### config.mk
export PLATFORM = sky130hd
export DESIGN_NAME = ptiu_front
export DESIGN_NICKNAME = d
export VERILOG_FILES = /design/src/ptiu_pkg.sv /design/src/ptiu_front.sv
export SDC_FILE = /design/constraint.sdc
export NUM_CORES = 1
export LEC_CHECK = 0
export BUFFER_PORTS_ARGS = -buffer_cell sky130_fd_sc_hd__buf_2
export CORE_MARGIN = 2
export CORE_UTILIZATION = 40
export CTS_CLUSTER_SIZE = 30
export DETAILED_ROUTE_END_ITERATION = 8
export PLACE_DENSITY_LB_ADDON = 0.05
export SYNTH_ARGS = -nofsm -noshare
export SYNTH_HDL_FRONTEND = slang
export SYNTH_SLANG_ARGS = --single-unit
### constraint.sdc
create_clock -name clk -period 13.6 [get_ports clk]
set_input_delay 1.36 -clock clk [delete_from_list [all_inputs] [get_ports clk]]
set_output_delay 1.36 -clock clk [all_outputs]
set_load 0.1 [all_outputs]
### src/ptiu_pkg.sv
package ptiu_pkg;

	// Field widths of one request: six Q16.16 values and two Q8.16 times.
	localparam int unsigned VW    = 32;
	localparam int unsigned TW    = 24;
	localparam int unsigned IN_W  = 6 * VW + 2 * TW;
	localparam int unsigned OUT_W = 3 * VW;

	localparam logic [1:0] MODE_QUINTIC = 2'd0;
	localparam logic [1:0] MODE_CUBIC   = 2'd1;

	// What the back end has to do with a queued request.
	typedef enum logic [1:0] {KIND_QUIN, KIND_CUB, KIND_LIN, KIND_END} kind_t;

	// Right shift applied after a product.
	typedef enum logic [1:0] {SH_0, SH_16, SH_32, SH_33} sh_t;

	// Clamp applied to a quotient magnitude.
	typedef enum logic {LIM_31, LIM_62} lim_t;

	typedef struct packed {
		kind_t                kind;
		logic signed [VW-1:0] sp;
		logic signed [VW-1:0] sv;
		logic signed [VW-1:0] sa;
		logic signed [VW-1:0] ep;
		logic signed [VW-1:0] ev;
		logic signed [VW-1:0] ea;
		logic [TW-1:0]        dur;
		logic [TW-1:0]        tim;
	} item_t;

	typedef struct packed {
		logic               start;
		logic signed [63:0] a;
		logic [31:0]        b;
		sh_t                sh;
	} mul_req_t;

	typedef struct packed {
		logic          start;
		logic [63:0]   num_mag;
		logic          neg;
		logic [TW-1:0] den;
		lim_t          lim;
	} div_req_t;

	typedef struct packed {
		logic               done;
		logic signed [63:0] y;
	} op_rsp_t;

endpackage

### src/ptiu_front.sv
module ptiu_front (
	input  logic                       clk,
	input  logic                       arst_n,
	input  logic                       s_tvalid,
	output logic                       s_tready,
	input  logic [ptiu_pkg::IN_W-1:0]  s_tdata,
	input  logic                       cfg_we,
	input  logic [1:0]                 cfg_wdata,
	output logic                       q_valid,
	output ptiu_pkg::item_t            q_item,
	input  logic                       q_pop
);
	import ptiu_pkg::*;

	logic [1:0] mode_q;
	item_t      fifo_q [2];
	logic       wr_ptr_q;
	logic       rd_ptr_q;
	logic [1:0] cnt_q;
	item_t      cls;
	logic       push;

	// Unpack the request and decide what the back end must do with it.
	// Requests at or past the segment end carry their final values already.
	always_comb begin
		cls.sp  = s_tdata[0*VW +: VW];
		cls.sv  = s_tdata[1*VW +: VW];
		cls.sa  = s_tdata[2*VW +: VW];
		cls.ep  = s_tdata[3*VW +: VW];
		cls.ev  = s_tdata[4*VW +: VW];
		cls.ea  = s_tdata[5*VW +: VW];
		cls.dur = s_tdata[6*VW +: TW];
		cls.tim = s_tdata[6*VW+TW +: TW];
		if (cls.tim >= cls.dur) begin
			cls.kind = KIND_END;
			if (!(mode_q == MODE_QUINTIC || mode_q == MODE_CUBIC)) begin
				cls.ev = '0;
			end
			if (mode_q != MODE_QUINTIC) begin
				cls.ea = '0;
			end
		end else begin
			case (mode_q)
				MODE_QUINTIC: cls.kind = KIND_QUIN;
				MODE_CUBIC:   cls.kind = KIND_CUB;
				default:      cls.kind = KIND_LIN;
			endcase
		end
	end

	assign s_tready = (cnt_q != 2'd2);
	assign push     = s_tvalid & s_tready;
	assign q_valid  = (cnt_q != 2'd0);
	assign q_item   = fifo_q[rd_ptr_q];

	always_ff @(posedge clk or negedge arst_n) begin
		if (!arst_n) begin
			mode_q   <= MODE_QUINTIC;
			wr_ptr_q <= 1'b0;
			rd_ptr_q <= 1'b0;
			cnt_q    <= 2'd0;
		end else begin
			if (cfg_we) begin
				mode_q <= cfg_wdata;
			end
			if (push) begin
				wr_ptr_q <= ~wr_ptr_q;
			end
			if (q_pop) begin
				rd_ptr_q <= ~rd_ptr_q;
			end
			cnt_q <= cnt_q + 2'(push) - 2'(q_pop);
		end
	end

	always_ff @(posedge clk) begin
		if (push) begin
			fifo_q[wr_ptr_q] <= cls;
		end
	end

endmodule

==> results.json, run 1 <==
{
  "outcome": "finished, final reports clean",
  "clkLatencyLatePin_ns": 0.59,
  "start_kind": "flip-flop",
  "syn_inst": 1049,
  "final_area_um2": 24000,
  "viasPerCell": 5.02,
  "overflow": 0,
  "grt_pass1_wl_um": 71100,
  "syn_area_um2": 19400,
  "fp.dieW_um": 224,
  "max_freq_mhz": 191,
  "die_height_um": 224,
  "utilization_pct": 50.2,
  "synthToLayoutAreaGrowth_pct": 23.9,
  "pin_count": 491,
  "cts_max_path_buffers": 3,
  "wl_per_cell_um": 22.6,
  "hold_buffers": 0,
  "skew_ns": 0.0141,
  "end_kind": "output port",
  "finalCritPeriodShare_pct": 38.5,
  "postRouteWirelength_um": 50200,
  "dr.pass1.iters": 4,
  "drive_gt1_share_pct": 52.1,
  "row_count": 80,
  "start_util_pct": 40.5,
  "syn_avg_cell_area_um2": 18.5,
  "cts_sinks": 490,
  "track_usage_pct": 19.3,
  "yosysWarnings": 0,
  "yosysUniqueCellTypes": 35,
  "seq_area_frac_synth_pct": 75.8,
  "fp.dieArea_um2": 50200,
  "slew_viol_final": 0,
  "maxCapViolations": 0,
  "critical_path_arrival_ns": 3.87,
  "crit_fanout": 74,
  "cts_htree_levels": 2,
  "ys_ff_latch": 490,
  "vias": 11200,
  "root_buffer": "clkbuf_16",
  "min_period_ns": 5.23,
  "first_global_vias": 11400,
  "crit_type": "reg -> out",
  "place_area_um2": 22400,
  "rsz0062_at_grt": "no",
  "syn-num-nets": 1322,
  "max-slew-margin-rel_pct": 18.4,
  "clk_pin_slew_ns": 0.06,
  "place.port_buffers": 490,
  "crit_required_ns": 12.24,
  "worstMarginPinSlew_ns": 1.22,
  "core-area_um2": 47700,
  "place_hpwl_um": 33800,
  "drtIter0Drc": 623,
  "antenna_found_initial": 27,
  "gp_congestion": 0.780,
  "cts_resized": 0,
  "grt_max_degree": 75,
  "hold_class": "reg -> reg",
  "fin_setup_tns_ns": 0,
  "finalHoldViolCount": 0,
  "final_nets": 1826,
  "setup_viol_count_final": 0,
  "postRouteAntennaNets": 0,
  "post-cts-setup-buffers": 0,
  "cts_tree": "yes",
  "cts_buffers": 52,
  "drcViolationCount": 0
}
[worst max-delay path: stages (launching register included)]
cell and delay, ns:
dfrtp_4 0.83, buf_4 0.76, buf_4 0.79, mux2_2 0.30
buf_2 0.43
[cells by family after synthesis]
logic type	count (synthesis)	synth area share, %
DFF	490	75.8
AOI/OAI and AO/OA	146	4.58
and+or+nand+nor	60	1.42
adders and majority gates	26	1.68
muxes	243	14.1
buffers and inverters	80	2.16
xor gates and xnor gates	4	0.181
[flip-flops by register name (all words and copies together) (netlist names)]
register	cells
fifo_q	484
cnt_q	2
mode_q	2
rd_ptr_q	1
wr_ptr_q	1
[area by class of cell]
class	count	area, µm²
timing repair buffer	504	2560
fill	4158	23800
antenna	14	35.0
multi-input combinational	479	4280
clock buffer	63	1360
sequential	490	14700
tap	615	769
inverter	26	97.6
clock inverter	30	196
[metal layers]
layer | global-route usage (%) | vias up | routed length [µm]
li1 | - | 5147 | -
met1 | 22.4 | 5494 | 19400
met2 | 31.1 | 378 | 24000
met3 | 8.84 | 113 | 5090
met4 | 8.02 | 26 | 1640
met5 | 0 | - | 147
[stage by stage]
stage          setup WS [ns]  hold slack (ns)  std cells
3_5_place_dp            8.93            0.495       2114
2_1_floorplan           1.20            0.460       1049
5_1_grt                 8.12            0.549       2214
6_report                8.37            0.510       2221
4_1_cts                 8.27            0.507       2207
3_3_place_gp            8.97            0.491       2114
[path summary, 6_finish.rpt]
kind	startpoint	end	slack, ns	depth (start not counted)
setup reg to reg	cnt_q[1]	fifo_q[1][120]	10.06	4
hold / removal	cnt_q[1]	cnt_q[1]	0.51	1
max in group asynchronous	arst_n	rd_ptr_q	12.83	1
hold reg to reg	cnt_q[1]	cnt_q[1]	0.51	1
min in group asynchronous	arst_n	rd_ptr_q	0.60	1
setup / recovery	rd_ptr_q	q_item[174]	8.37	4
[cells in the mapped netlist, drive strengths merged]
library cell  count  area, µm²
mux2            243       2740
or2               1       6.26
a221oi            1       15.0
or3               1       6.26
inv              25       93.8
nor2              7       26.3
clkbuf           25        104
nand3             2       10.0
o311a             1       10.0
edfxtp          484      14500
dfrtp             6        150
o21ai            99        495
nand4             3       25.0
and3              1       6.26
xnor2             3       26.3
clkinv            1       3.75
ha               26        325
o211ai            1       12.5
a211oi            1       7.51
nand2            42        160
buf              29        216
xor2              1       8.76
a21oi             7       35.0
nand2b            2       12.5
o2bb2ai          32        280
nor4              1       21.3
a211o             2       17.5
a21o              1       7.51
a31oi             1       6.26
[layout by cell type (no fill, tap or decap), drive strengths merged]
master    Yosys  layout
dfrtp         6       6
o21ai        99      99
buf          29     504
edfxtp      484     484
nor4          1       1
nand2b        2       2
or2           1       1
nor2          7       7
o311a         1       1
a211oi        1       1
clkbuf       25      63
a31oi         1       1
o2bb2ai      32      32
clkinvlp      0       1
and3          1       1
a221oi        1       1
nand3         2       2
xor2          1       1
a21o          1       1
bufinv        0       2
clkinv        1      26
nand2        42      42
o211ai        1       1
mux2        243     243
a21oi         7       7
diode         0      14
xnor2         3       3
or3           1       1
ha           26      26
a211o         2       2
nand4         3       3
inv          25      27
Power of run 1 is not shown: default switching activity piles up to over one toggle a cycle in this logic, so the estimate is an artifact.
==> run 2: changes to the inputs <==
- ABC_AREA: unset -> 1
- clock period: 13.6 -> 5 ns (I/O delays scaled with it)
==> run 2 against run 1 <==
Compared with the run above:
- design area rose by 4.6%
- cell count rose by 12%
- synthesized cell count increased by 20%
- sequential share of layout area is 2.7 points lower
- highest routed layer unchanged
- register-to-register slack worse by 7.1 ns
- wire length down 2.2%
- first-iteration DRC count down 3.2%
- core utilization decreased by 0.13 points
- die area up 4.7%
- non-clock buffer count is 1 higher
- via count is 4.0% higher
- critical path depth is 1 lower
==> results.json, run 2 <==
{
  "grt_max_degree": 147,
  "hold_buffers": 1,
  "gp_congestion": 0.762,
  "pin_count": 491,
  "synth_common_cells": "484 x edfxtp_1, 242 x mux2_2, 122 x nand2_1, 106 x inv_1, 74 x nor2_1",
  "drive_gt1_share_pct": 51.3,
  "synthToLayoutAreaGrowth_pct": 23.7,
  "first_global_vias": 11600,
  "die_height_um": 229,
  "yosysWarnings": 0,
  "cts_resized": 0,
  "cts_max_path_buffers": 3,
  "clk_pin_slew_ns": 0.06,
  "n_fill_cell": 4465,
  "crit_fanout": 44,
  "cts_buffers": 54,
  "hold_class": "in -> reg",
  "worstMarginPinSlew_ns": 1.07,
  "grt_pass1_wl_um": 72300,
  "setup_viol_count_final": 0,
  "layout.cells.most_common": "buf_2",
  "seq_area_frac_synth_pct": 72.4,
  "syn_inst": 1254,
  "skew_ns": 0.0235,
  "syn-num-nets": 1527,
  "post-cts-setup-buffers": 0,
  "largestRegisters": "fifo_q (484), cnt_q (2), mode_q (2)",
  "cts_htree_levels": 2,
  "min_period_ns": 3.28,
  "crit_required_ns": 4.50,
  "largest_reg_flops": 484,
  "place_hpwl_um": 32300,
  "cts_sinks": 490,
  "max_freq_mhz": 305,
  "outcome": "finished, final reports clean",
  "viasPerCell": 4.68,
  "synthTopCellsByArea": "edfxtp_1 72%, mux2_2 13%, nand2_1 2.3%",
  "layout_common_cells": "490 x buf_2, 484 x edfxtp_1, 242 x mux2_2, 121 x nand2_1, 106 x inv_1",
  "cts_tree": "yes",
  "ys_ff_latch": 490,
  "postRouteWirelength_um": 49100,
  "crit_type": "reg -> out",
  "final_nets": 2033,
  "yosysUniqueCellTypes": 25,
  "async_flop_share_pct": 1.22,
  "synth_edf_count": 484,
  "rsz0062_at_grt": "no",
  "end_kind": "output port",
  "start_kind": "flip-flop",
  "fp.dieArea_um2": 52500,
  "syn_area_um2": 20300,
  "maxCapViolations": 0,
  "track_usage_pct": 18.3,
  "largest-register": "fifo_q",
  "antenna_found_initial": 17,
  "core-area_um2": 50100,
  "postRouteAntennaNets": 0,
  "fp.dieW_um": 229,
  "wl_per_cell_um": 19.8,
  "root_buffer": "clkbuf_16",
  "max-slew-margin-rel_pct": 28.8,
  "vias": 11600,
  "dr.pass1.iters": 4,
  "row_count": 82,
  "synth_ff_type": "edfxtp_1",
  "yosys.area.top_type": "edfxtp_1",
  "critical_path_arrival_ns": 2.78,
  "place.port_buffers": 490,
  "start_util_pct": 40.5,
  "drtIter0Drc": 603,
  "clkLatencyLatePin_ns": 0.60,
  "finalHoldViolCount": 0,
  "yosys.cell_count.top_type": "edfxtp_1",
  "finalCritPeriodShare_pct": 65.5,
  "syn_avg_cell_area_um2": 16.2,
  "synth_top_area_share_pct": 71.7,
  "overflow": 0,
  "drcViolationCount": 0,
  "fin_setup_tns_ns": 0,
  "slew_viol_final": 0
}
[run 2: changes by cell type after synthesis, moves of 11 or more]
cell | before | now
inv_1 | 25 | 106
buf_2 | 17 | 28
nor2_1 | 7 | 74
nand3_2 | 0 | 42
nand2_2 | 1 | 52
nand3_1 | 2 | 26
o21ai_1 | 49 | 0
nand2_1 | 41 | 122
o2bb2ai_1 | 32 | 0
o21ai_0 | 50 | 2
[run 2: cell families (layout without fill, tap and decap cells)]
family | after synthesis | in the layout | synth area share, %
buffers and inverters | 162 | 707 | 4.03
and+or+nand+nor | 321 | 321 | 8.15
DFF | 490 | 490 | 72.4
other | 0 | 7 | 0
xor gates and xnor gates | 3 | 3 | 0.130
AOI/OAI and AO/OA | 10 | 10 | 0.259
adders and majority gates | 26 | 26 | 1.60
muxes | 242 | 242 | 13.4
[run 2: final cells by class]
type                    count  area (µm²)  share of cell area (%)
diodes                      7        17.5                  0.0698
clock inverters            24         203                   0.808
inverters                 107         403                    1.61
well taps                 672         841                    3.35
multi-input cells         602        4810                    19.2
clock buffers              71        1480                    5.88
repair buffers            505        2660                    10.6
flip-flops and latches    490       14700                    58.5
[run 2: final timing paths]
path                       slack, ns        start  depth (start not counted)             end
max                             1.72     rd_ptr_q                          3     q_item[203]
min                             0.09  s_tdata[37]                          1  fifo_q[0][181]
max in group asynchronous       4.49       arst_n                          2        rd_ptr_q
min in group asynchronous       0.34       arst_n                          2       mode_q[0]
max reg2reg                     2.94     cnt_q[1]                          4  fifo_q[1][110]
min reg2reg                     0.53     cnt_q[0]                          1        cnt_q[0]
[run 2: metrics by stage]
step / cell area (µm²) / utilization (%) / hold WS, ns / setup WS, ns / instances
finish: 25100 / 50.1 / 0.0891 / 1.72 / 2478
global route: 25100 / 50.1 / 0.0550 / 1.54 / 2474
CTS: 25100 / 50.1 / 0.0365 / 1.60 / 2471
detailed placement: 23400 / 46.7 / 0.338 / 2.15 / 2375
global placement: 23400 / 46.7 / 0.337 / 2.18 / 2375
floorplan: 20300 / - / 0.204 / 0.0173 / 1254
[run 2: metal layers]
layer | track usage [%] | vias to the layer above | routed length [µm]
met5 | 0 | - | 126
met4 | 5.09 | 20 | 992
met3 | 7.15 | 84 | 4240
met2 | 30.5 | 316 | 24000
met1 | 22.2 | 5640 | 19800
li1 | - | 5546 | -
[run 2: critical path: stages, from the launching register on]
cell	delay [ns]
dfrtp_4	0.90
buf_4	0.55
mux2_2	0.24
buf_2	0.46
Power of run 2 is left out for the same reason.
